### config.mk
export PLATFORM = sky130hd
export DESIGN_NAME = breakpoint_envelope_generator_unit
export DESIGN_NICKNAME = d
export VERILOG_FILES = /design/src/rtl/core/bpenv_pkg.sv /design/src/rtl/core/bpenv_ram.sv /design/src/rtl/core/bpenv_datapath.sv /design/src/rtl/core/bpenv_ctrl.sv /design/src/rtl/core/breakpoint_envelope_generator_unit.sv
export SDC_FILE = /design/constraint.sdc
export NUM_CORES = 2
export LEC_CHECK = 0
export BUFFER_PORTS_ARGS = -buffer_cell sky130_fd_sc_hd__buf_2
export CAP_MARGIN = 20
export CORE_MARGIN = 2
export CORE_UTILIZATION = 59
export DETAILED_ROUTE_END_ITERATION = 8
export PLACE_DENSITY = 0.87
export SYNTH_ARGS = -nofsm -noshare
export SYNTH_HDL_FRONTEND = slang
export SYNTH_SLANG_ARGS = --single-unit
### constraint.sdc
create_clock -name clk_i -period 10.25 [get_ports clk_i]
set_clock_uncertainty 0.2 [all_clocks]
set_input_delay 2.05 -clock clk_i [delete_from_list [all_inputs] [get_ports clk_i]]
set_output_delay 2.05 -clock clk_i [all_outputs]
set_load 0.05 [all_outputs]
### src/rtl/core/bpenv_pkg.sv
`timescale 1ns / 1ps
// ----------------------------------------------------------------------------
// bpenv_pkg
// Shared types, codes and sizes of the breakpoint envelope generator.
// ----------------------------------------------------------------------------
package bpenv_pkg;

  localparam int unsigned MaxPoints = 16;
  localparam int unsigned IdxW      = $clog2(MaxPoints);
  localparam int unsigned CntW      = $clog2(MaxPoints + 1);

  localparam logic [2:0] ReqInsert   = 3'd0;
  localparam logic [2:0] ReqSetValue = 3'd1;
  localparam logic [2:0] ReqClear    = 3'd2;
  localparam logic [2:0] ReqTick     = 3'd3;
  localparam logic [2:0] ReqSetPos   = 3'd4;

  localparam logic [1:0] StOk     = 2'd0;
  localparam logic [1:0] StFull   = 2'd1;
  localparam logic [1:0] StNoMode = 2'd2;

  typedef enum logic [3:0] {
    S_IDLE,
    S_RD,
    S_SCAN,
    S_SHIFT_RD,
    S_SHIFT_WR,
    S_INS_WR,
    S_SEG_RD,
    S_MUL,
    S_DIV,
    S_FIX,
    S_OUT
  } state_e;

  // controller -> datapath
  typedef struct packed {
    logic             load_req;
    logic             ram_we;
    logic [IdxW-1:0]  ram_addr;
    logic [1:0]       wsel;      // 0 input point, 1 shifted entry, 2 time0/value
    logic             cap_a;     // capture read as lower point
    logic             cap_b;     // capture read as upper point
    logic             mul;
    logic             div_init;
    logic             div_step;
    logic             fix;       // form final sample from quotient
    logic             sel_a;     // sample := lower value
    logic             sel_b;     // sample := upper value
    logic             sel_zero;
    logic             set_cnt;
    logic [CntW-1:0]  cnt_d;
    logic             set_pos;
    logic             inc_pos;
    logic             set_st;
    logic [1:0]       st_d;
    logic             set_valid;
    logic             out_load;
  } ctrl_t;

  // datapath -> controller
  typedef struct packed {
    logic [2:0]      req;
    logic [CntW-1:0] cnt;
    logic            t_gt;     // req time > read time
    logic            t_eq;
    logic            pos_le;   // position <= read time
    logic            pos_lt;   // position < read time
    logic            div_done;
    logic            out_busy;
  } stat_t;

endpackage

### src/rtl/core/bpenv_ram.sv
`timescale 1ns / 1ps
// ----------------------------------------------------------------------------
// bpenv_ram
// Generic single port RAM with registered read.
// ----------------------------------------------------------------------------
module bpenv_ram #(
  parameter int unsigned Width = 32,
  parameter int unsigned Depth = 16
) (
  input  logic                     clk_i,
  input  logic                     we_i,
  input  logic [$clog2(Depth)-1:0] addr_i,
  input  logic [Width-1:0]         wdata_i,
  output logic [Width-1:0]         rdata_o
);
  logic [Width-1:0] mem_q [Depth];
  logic [Width-1:0] rdata_q;

  always_ff @(posedge clk_i) begin
    if (we_i) begin
      mem_q[addr_i] <= wdata_i;
    end
    rdata_q <= mem_q[addr_i];
  end

  assign rdata_o = rdata_q;
endmodule

### src/rtl/core/bpenv_datapath.sv
`timescale 1ns / 1ps
// ----------------------------------------------------------------------------
// bpenv_datapath
// Breakpoint store, position counter, serial divider and output register.
// ----------------------------------------------------------------------------
module bpenv_datapath
  import bpenv_pkg::*;
(
  input  logic               clk_i,
  input  logic               rst_ni,
  input  ctrl_t              ctrl_i,
  output stat_t              stat_o,
  input  logic [2:0]         req_type_i,
  input  logic signed [31:0] point_value_i,
  input  logic [31:0]        point_time_i,
  input  logic               out_ready_i,
  output logic               out_valid_o,
  output logic signed [31:0] sample_value_o,
  output logic               sample_valid_o,
  output logic [1:0]         status_o,
  output logic [4:0]         point_count_o
);
  logic [2:0]      req_q;
  logic [31:0]     val_q, time_q, pos_q;
  logic [CntW-1:0] cnt_q;
  logic [31:0]     rd_t, rd_v, wr_t, wr_v;
  logic [31:0]     ta_q, va_q, tb_q, vb_q;
  logic            neg_q;
  logic [63:0]     prod_q;
  logic [63:0]     rem_q;
  logic [63:0]     quo_q;
  logic [6:0]      dcnt_q;
  logic [31:0]     smp_q;
  logic            ov_q, osv_q;
  logic [31:0]     osmp_q;
  logic [1:0]      ost_q, st_q;
  logic [CntW-1:0] ocnt_q;
  logic            sv_q;

  logic [32:0] diff;
  logic [32:0] mag;
  logic [64:0] rtry;
  logic [63:0] rsh;
  logic [31:0] span;

  always_comb begin
    wr_t = time_q;
    wr_v = val_q;
    case (ctrl_i.wsel)
      2'd1: begin
        wr_t = rd_t;
        wr_v = rd_v;
      end
      2'd2: wr_t = '0;
      default: ;
    endcase
  end

  bpenv_ram #(.Width(32), .Depth(MaxPoints)) u_tram (
    .clk_i, .we_i(ctrl_i.ram_we), .addr_i(ctrl_i.ram_addr), .wdata_i(wr_t), .rdata_o(rd_t)
  );
  bpenv_ram #(.Width(32), .Depth(MaxPoints)) u_vram (
    .clk_i, .we_i(ctrl_i.ram_we), .addr_i(ctrl_i.ram_addr), .wdata_i(wr_v), .rdata_o(rd_v)
  );

  assign diff = {vb_q[31], vb_q} - {va_q[31], va_q};
  assign mag  = diff[32] ? (~diff + 33'd1) : diff;
  assign span = tb_q - ta_q;
  assign rsh  = {rem_q[62:0], quo_q[63]};
  assign rtry = {1'b0, rsh} - {33'd0, span};

  always_ff @(posedge clk_i) begin
    if (ctrl_i.load_req) begin
      req_q  <= req_type_i;
      val_q  <= point_value_i;
      time_q <= point_time_i;
    end
    if (ctrl_i.cap_a) begin
      ta_q <= rd_t;
      va_q <= rd_v;
    end
    if (ctrl_i.cap_b) begin
      tb_q <= rd_t;
      vb_q <= rd_v;
    end
    if (ctrl_i.mul) begin
      prod_q <= {32'd0, mag[31:0]} * {32'd0, pos_q - ta_q};
      neg_q  <= diff[32];
    end
    if (ctrl_i.div_init) begin
      rem_q  <= '0;
      quo_q  <= mag[32] ? {prod_q[62:0], 1'b0} : prod_q;
      if (mag[32]) begin
        rem_q <= {63'd0, prod_q[63]} ;
      end
    end else if (ctrl_i.div_step) begin
      if (!rtry[64]) begin
        rem_q <= rtry[63:0];
        quo_q <= {quo_q[62:0], 1'b1};
      end else begin
        rem_q <= rsh;
        quo_q <= {quo_q[62:0], 1'b0};
      end
    end
    if (ctrl_i.fix) begin
      smp_q <= neg_q ? va_q - quo_q[31:0] : va_q + quo_q[31:0];
    end else if (ctrl_i.sel_a) begin
      smp_q <= va_q;
    end else if (ctrl_i.sel_b) begin
      smp_q <= vb_q;
    end else if (ctrl_i.sel_zero) begin
      smp_q <= '0;
    end
  end

  // mag stays below 2^32, so the extra product shift for mag[32] at div_init is never taken
  always_ff @(posedge clk_i or negedge rst_ni) begin
    if (!rst_ni) begin
      cnt_q  <= CntW'(1);
      pos_q  <= '0;
      dcnt_q <= '0;
      ov_q   <= 1'b0;
      st_q   <= StOk;
      sv_q   <= 1'b0;
    end else begin
      if (ctrl_i.set_cnt) cnt_q <= ctrl_i.cnt_d;
      if (ctrl_i.set_pos) pos_q <= time_q;
      else if (ctrl_i.inc_pos) pos_q <= pos_q + 32'd1;
      if (ctrl_i.div_init) dcnt_q <= 7'd64;
      else if (ctrl_i.div_step) dcnt_q <= dcnt_q - 7'd1;
      if (ctrl_i.load_req) begin
        st_q <= StOk;
        sv_q <= 1'b0;
      end else begin
        if (ctrl_i.set_st) st_q <= ctrl_i.st_d;
        if (ctrl_i.set_valid) sv_q <= 1'b1;
      end
      if (ctrl_i.out_load) ov_q <= 1'b1;
      else if (out_ready_i) ov_q <= 1'b0;
    end
  end

  always_ff @(posedge clk_i) begin
    if (ctrl_i.out_load) begin
      osmp_q <= sv_q ? smp_q : 32'd0;
      osv_q  <= sv_q;
      ost_q  <= st_q;
      ocnt_q <= cnt_q;
    end
  end

  assign stat_o.req      = req_q;
  assign stat_o.cnt      = cnt_q;
  assign stat_o.t_gt     = time_q > rd_t;
  assign stat_o.t_eq     = time_q == rd_t;
  assign stat_o.pos_le   = pos_q <= rd_t;
  assign stat_o.pos_lt   = pos_q < rd_t;
  assign stat_o.div_done = dcnt_q == 7'd1;
  assign stat_o.out_busy = ov_q && !out_ready_i;

  assign out_valid_o    = ov_q;
  assign sample_value_o = osmp_q;
  assign sample_valid_o = osv_q;
  assign status_o       = ost_q;
  assign point_count_o  = 5'(ocnt_q);
endmodule

### src/rtl/core/bpenv_ctrl.sv
`timescale 1ns / 1ps
// ----------------------------------------------------------------------------
// bpenv_ctrl
// Sequencer for search, shift insert, segment lookup and division.
// ----------------------------------------------------------------------------
module bpenv_ctrl
  import bpenv_pkg::*;
(
  input  logic  clk_i,
  input  logic  rst_ni,
  input  logic  in_valid_i,
  output logic  in_ready_o,
  input  logic  interp_mode_i,
  input  stat_t stat_i,
  output ctrl_t ctrl_o
);
  state_e          state_q, state_d;
  logic [CntW-1:0] idx_q, idx_d;
  logic [IdxW-1:0] pos_q, pos_d;
  logic            span0_q, span0_d;

  always_ff @(posedge clk_i or negedge rst_ni) begin
    if (!rst_ni) begin
      state_q <= S_IDLE;
      idx_q   <= '0;
      pos_q   <= '0;
      span0_q <= 1'b0;
    end else begin
      state_q <= state_d;
      idx_q   <= idx_d;
      pos_q   <= pos_d;
      span0_q <= span0_d;
    end
  end

  always_comb begin
    state_d    = state_q;
    idx_d      = idx_q;
    pos_d      = pos_q;
    span0_d    = span0_q;
    ctrl_o     = '0;
    in_ready_o = 1'b0;
    ctrl_o.ram_addr = idx_q[IdxW-1:0];
    case (state_q)
      S_IDLE: begin
        in_ready_o = 1'b1;
        ctrl_o.ram_addr = '0;
        if (in_valid_i) begin
          ctrl_o.load_req = 1'b1;
          idx_d   = '0;
          state_d = S_RD;
        end
      end
      S_RD: begin
        state_d = S_OUT;
        case (stat_i.req)
          ReqInsert: begin
            if (stat_i.cnt == '0) begin
              if (stat_i.cnt >= CntW'(MaxPoints)) begin
                ctrl_o.set_st = 1'b1;
                ctrl_o.st_d   = StFull;
              end else begin
                pos_d   = '0;
                state_d = S_INS_WR;
              end
            end else begin
              state_d = S_SCAN;
            end
          end
          ReqSetValue: begin
            ctrl_o.ram_we   = 1'b1;
            ctrl_o.ram_addr = '0;
            ctrl_o.wsel     = 2'd2;
            ctrl_o.set_cnt  = 1'b1;
            ctrl_o.cnt_d    = CntW'(1);
          end
          ReqClear: begin
            ctrl_o.set_cnt = 1'b1;
            ctrl_o.cnt_d   = '0;
          end
          ReqTick: begin
            if (stat_i.cnt == '0) begin
              ctrl_o.sel_zero = 1'b1;
              ctrl_o.set_valid = 1'b1;
              ctrl_o.inc_pos   = 1'b1;
            end else if (stat_i.cnt == CntW'(1) || interp_mode_i) begin
              ctrl_o.ram_addr = '0;
              idx_d   = '0;
              state_d = S_SEG_RD;
            end else begin
              ctrl_o.set_st = 1'b1;
              ctrl_o.st_d   = StNoMode;
            end
          end
          ReqSetPos: ctrl_o.set_pos = 1'b1;
          default: ;
        endcase
      end
      // read data for address idx_q is valid here
      S_SCAN: begin
        if (stat_i.t_gt) begin
          if (idx_q + CntW'(1) >= stat_i.cnt) begin
            if (stat_i.cnt >= CntW'(MaxPoints)) begin
              ctrl_o.set_st = 1'b1;
              ctrl_o.st_d   = StFull;
              state_d = S_OUT;
            end else begin
              pos_d   = IdxW'(idx_q + CntW'(1));
              state_d = S_INS_WR;
            end
          end else begin
            idx_d = idx_q + CntW'(1);
            ctrl_o.ram_addr = IdxW'(idx_q + CntW'(1));
          end
        end else if (stat_i.t_eq) begin
          ctrl_o.ram_we = 1'b1;
          state_d = S_OUT;
        end else if (stat_i.cnt >= CntW'(MaxPoints)) begin
          ctrl_o.set_st = 1'b1;
          ctrl_o.st_d   = StFull;
          state_d = S_OUT;
        end else begin
          pos_d   = idx_q[IdxW-1:0];
          idx_d   = stat_i.cnt;
          ctrl_o.ram_addr = IdxW'(stat_i.cnt - CntW'(1));
          state_d = S_SHIFT_RD;
        end
      end
      // idx_q: destination, data of idx_q-1 arriving
      S_SHIFT_RD: begin
        ctrl_o.ram_addr = IdxW'(idx_q - CntW'(1));
        state_d = S_SHIFT_WR;
      end
      S_SHIFT_WR: begin
        ctrl_o.ram_we = 1'b1;
        ctrl_o.wsel   = 2'd1;
        if (IdxW'(idx_q - CntW'(1)) == pos_q) begin
          state_d = S_INS_WR;
        end else begin
          idx_d   = idx_q - CntW'(1);
          state_d = S_SHIFT_RD;
        end
      end
      S_INS_WR: begin
        ctrl_o.ram_we   = 1'b1;
        ctrl_o.ram_addr = pos_q;
        ctrl_o.set_cnt  = 1'b1;
        ctrl_o.cnt_d    = stat_i.cnt + CntW'(1);
        state_d = S_OUT;
      end
      // tick: segment search, data of idx_q valid
      S_SEG_RD: begin
        if (idx_q == '0) begin
          ctrl_o.cap_a = 1'b1;
          if (stat_i.pos_le || stat_i.cnt == CntW'(1)) begin
            state_d = S_FIX;
            span0_d = 1'b1;
          end else begin
            idx_d = CntW'(1);
            ctrl_o.ram_addr = IdxW'(1);
          end
        end else if (stat_i.pos_lt) begin
          ctrl_o.cap_b = 1'b1;
          span0_d = 1'b0;
          state_d = S_MUL;
        end else if (idx_q + CntW'(1) >= stat_i.cnt) begin
          ctrl_o.cap_a = 1'b1;
          span0_d = 1'b1;
          state_d = S_FIX;
        end else begin
          ctrl_o.cap_a = 1'b1;
          idx_d = idx_q + CntW'(1);
          ctrl_o.ram_addr = IdxW'(idx_q + CntW'(1));
        end
      end
      S_MUL: begin
        ctrl_o.mul = 1'b1;
        state_d = S_DIV;
        idx_d = '0;
      end
      S_DIV: begin
        if (idx_q == '0) begin
          ctrl_o.div_init = 1'b1;
          idx_d = CntW'(1);
        end else begin
          ctrl_o.div_step = 1'b1;
          if (stat_i.div_done) state_d = S_FIX;
        end
      end
      S_FIX: begin
        if (span0_q) ctrl_o.sel_a = 1'b1;
        else ctrl_o.fix = 1'b1;
        ctrl_o.set_valid = 1'b1;
        ctrl_o.inc_pos   = 1'b1;
        state_d = S_OUT;
      end
      S_OUT: begin
        if (!stat_i.out_busy) begin
          ctrl_o.out_load = 1'b1;
          state_d = S_IDLE;
        end
      end
      default: state_d = S_IDLE;
    endcase
  end
endmodule

### src/rtl/core/breakpoint_envelope_generator_unit.sv
`timescale 1ns / 1ps
// ----------------------------------------------------------------------------
// breakpoint_envelope_generator_unit
// Time-sorted breakpoint table with a linearly interpolated sample output.
// ----------------------------------------------------------------------------
// One transaction at a time. Set-value, clear, set-position and unknown
// requests go straight from the request read to the result. An insert reads
// one entry a cycle until it finds its slot, then moves each later entry
// with a shift read and a shift write before it writes the new point; to
// append, replace or drop needs no shift. A tick with an empty table or no
// mode goes straight to the result; a held first or last value follows the
// segment scan; an interpolated tick adds a multiply and a 64-step restoring
// divider after the scan. The result register frees the input side once
// loaded; a result left waiting stalls the next transaction just before its
// own result is loaded.
module breakpoint_envelope_generator_unit
  import bpenv_pkg::*;
(
  input  logic               clk_i,
  input  logic               rst_ni,
  input  logic               cfg_we_i,
  input  logic               cfg_wdata_i,
  input  logic               in_valid_i,
  output logic               in_ready_o,
  input  logic [2:0]         req_type_i,
  input  logic signed [31:0] point_value_i,
  input  logic [31:0]        point_time_i,
  output logic               out_valid_o,
  input  logic               out_ready_i,
  output logic signed [31:0] sample_value_o,
  output logic               sample_valid_o,
  output logic [1:0]         status_o,
  output logic [4:0]         point_count_o
);
  logic  mode_q;
  ctrl_t ctrl;
  stat_t stat;

  always_ff @(posedge clk_i or negedge rst_ni) begin
    if (!rst_ni) begin
      mode_q <= 1'b0;
    end else if (cfg_we_i) begin
      mode_q <= cfg_wdata_i;
    end
  end

  bpenv_ctrl u_ctrl (
    .clk_i, .rst_ni, .in_valid_i, .in_ready_o,
    .interp_mode_i(mode_q), .stat_i(stat), .ctrl_o(ctrl)
  );

  bpenv_datapath u_dp (
    .clk_i, .rst_ni, .ctrl_i(ctrl), .stat_o(stat),
    .req_type_i, .point_value_i, .point_time_i,
    .out_ready_i, .out_valid_o, .sample_value_o, .sample_valid_o,
    .status_o, .point_count_o
  );
endmodule

==> results.sh <==
export IMPL_final_common_cell="nand2_1"
export IMPL_ff2ff_path_depth=41
export IMPL_fin_crit_ps=10850
export IMPL_crit_path_max_fanout=4
export IMPL_pre_cts_slack_ps=-896
export IMPL_clk_latency_ps=840
export IMPL_path_buf_inv=7
export IMPL_dr_pass1_iters=9
export IMPL_nFillCells=11900
export IMPL_antenna_found_initial=9
export IMPL_wire_per_inst_um=24.3
export IMPL_first_global_vias=81900
export IMPL_ys_warn_count=0
export IMPL_whs_ps=274
export IMPL_async_flop_share_pct=3.91
export IMPL_rsz0062_at_grt="yes"
export IMPL_drv_slew=0
export IMPL_grt_pass1_wl_um=476000
export IMPL_clk_pin_slew_worst_paths_ps=60
export IMPL_fin_nets=11900
export IMPL_seq_area_mm2=0.0474
export IMPL_cts_tree="yes"
export IMPL_port_buffers=114
export IMPL_r2r_end="u_dp.prod_q[56]"
export IMPL_syn_area_mm2=0.107
export IMPL_multiInputGateArea_mm2=0.0556
export IMPL_hold_path_class="reg -> reg"
export IMPL_synth_cells=9621
export IMPL_num_vias=79600
export IMPL_setup_worst_path_class="reg -> reg"
export IMPL_grt_max_degree=170
export IMPL_io_pins=115
export IMPL_status="finished, violations left"
export IMPL_cp_data_arrival_time_ps=11200
export IMPL_fmax_mhz=92.1
export IMPL_crit_family="adder cells"
export IMPL_cts_root_buf="clkbuf_16"
export IMPL_cts_root_to_sink_buffers=3
export IMPL_tightest_slew_ps=1250
export IMPL_cp_start_kind="flip-flop"
export IMPL_drtIter0Drc=9434
export IMPL_hold_depth=0
export IMPL_syn_nets=11100
export IMPL_synth_area_leader_cell="edfxtp_1"
export IMPL_seq_area_frac_synth_pct=44.3
export IMPL_synth_edf_count=1483
export IMPL_hp_start="u_dp.u_vram.rdata_o[30]"
export IMPL_use_met1_pct=41.9
export IMPL_setup_viol=27
export IMPL_gp_congestion=1.05
export IMPL_cts_sinks=1610
export IMPL_postRouteAntennaNets=0
export IMPL_dieArea_mm2=0.185
export IMPL_wirelength_um=315000
export IMPL_core_area_mm2=0.180
export IMPL_synth_flop_cell="edfxtp_1"
export IMPL_avgSynthCellArea_um2=11.1
export IMPL_dieHeight_um=430
export IMPL_final_cell_mix="nand2_1 (1490), edfxtp_1 (1483), inv_1 (1068), fa_1 (866), buf_4 (822)"
export IMPL_via_per_inst=6.16
export IMPL_htreeDepth=4
export IMPL_period_share_pct=106
export IMPL_hold_end="u_dp.vb_q[30]"
export IMPL_areaGrowthSynthToFinish_pct=16.3
export IMPL_crit_top_cell="fa_1"
export IMPL_setup_tns_ps=-9820
export IMPL_ys_ff_latch=1610
export IMPL_max_slew_margin_pct=15.7
export IMPL_drive_gt1_share_pct=16.5
export IMPL_required_ps=10600
export IMPL_dp_final_hpwl_um=219000
export IMPL_synth_cell_type_count=102
export IMPL_grt_busiest_layer="met2"
export IMPL_grtUsageMet2_pct=54.1
export IMPL_violations="setup timing"
export IMPL_die_w_um=430
export IMPL_critical_path_slowest_cell="fa_1"
export IMPL_synth_top_cell_area_share_pct=41.7
export IMPL_synth_area_leaders="edfxtp_1 (42%), fa_1 (17%), ha_1 (5.9%)"
export IMPL_start_util_pct=59.3
export IMPL_drt_drc_violations_left=0
export IMPL_overflow=0
export IMPL_cp_slowest_stage_delay_ps=580
export IMPL_place_inst=12500
export IMPL_timing_rr_start="u_dp.va_q[0]"
export IMPL_grt_usage_pct=33.7
export IMPL_cap_violations=0
export IMPL_cp_end_kind="flip-flop"
export IMPL_final_setup_worst_slack_ps=-604
export IMPL_hold_viol_final=0
export IMPL_rows=156
export IMPL_r2r_setup_slack_ps=-600
export IMPL_cts_buffers=158
export IMPL_layout_cells_non_filler=12900
export IMPL_grt_util_met3_pct=7.18
export IMPL_cp_depth=41
==> routing by layer <==
layer	share of wire, %	routed length, µm
met4	7.3	22800
met5	0.0048	15
met1	35	110000
met3	11	33600
met2	47	148000
==> how the worst max path moves through the flow <==
stage	start	to
detailed placement	u_dp.va_q[0]	u_dp.prod_q[60]
global placement	u_dp.va_q[0]	u_dp.prod_q[60]
global route	u_dp.va_q[0]	u_dp.prod_q[56]
CTS	u_dp.vb_q[0]	u_dp.prod_q[60]
finish	u_dp.va_q[0]	u_dp.prod_q[56]
floorplan	u_ctrl.idx_q[0]	u_dp.u_tram.mem_q[12][0]
==> what timing repair did <==
action,4_1_cts,5_1_grt
hold buffers,0,0
endpoints found under the setup margin,33,40
resized for setup,165,241
setup buffers,74,64
pin swaps,114,194
cloned,0,2
==> sequential cells by signal, indices dropped and copies added (netlist names), 63 cells and up <==
name,flops
u_dp.u_tram.mem_q,512
u_dp.u_vram.mem_q,512
u_dp.prod_q,64
u_dp.quo_q,64
u_dp.rem_q,63
==> synthesized netlist by cell type (150+ instances only) <==
cell type,n
nand2_1,1497
edfxtp_1,1483
inv_1,1092
fa_1,901
nor2_1,724
ha_1,501
mux2i_1,482
clkbuf_1,295
a21oi_1,293
nand3_1,260
xnor2_1,230
o21ai_0,216
o211ai_1,150
==> stage by stage <==
step / utilization [%] / area, µm²
global route: 68.9 / 124000
detailed placement: 64.3 / 116000
finish: 68.9 / 124000
CTS: 68.0 / 123000
global placement: 64.3 / 116000
floorplan: - / 107000
==> area by class of cell <==
| cell class | count | area share [%] |
|---|---|---|
| Clock inverter | 104 | 1.04 |
| Timing Repair Buffer | 1059 | 7.00 |
| Inverter | 1095 | 3.31 |
| Antenna cell | 4 | 0.00805 |
| Multi-Input combinational cell | 6486 | 44.8 |
| Clock buffer | 191 | 3.38 |
| Sequential cell | 1610 | 38.1 |
| Tap cell | 2370 | 2.39 |
==> kinds of logic (layout without fill, tap and decap cells) <==
| family | count (synthesis) | count (layout) | share of synthesized area, % |
|---|---|---|---|
| AND/OR/NAND/NOR | 3016 | 3016 | 12.2 |
| flip-flops | 1610 | 1610 | 44.3 |
| buffers and inverters | 1525 | 2449 | 5.53 |
| adder cells (fa/ha/maj) | 1402 | 1402 | 22.7 |
| AO/OA/AOI/OAI | 1193 | 1193 | 7.24 |
| multiplexers | 516 | 516 | 4.87 |
| XOR/XNOR | 359 | 359 | 3.03 |
| other | 0 | 4 | 0 |
Power is not shown: default switching activity piles up to over one toggle a cycle in this logic, so the estimate is an artifact.
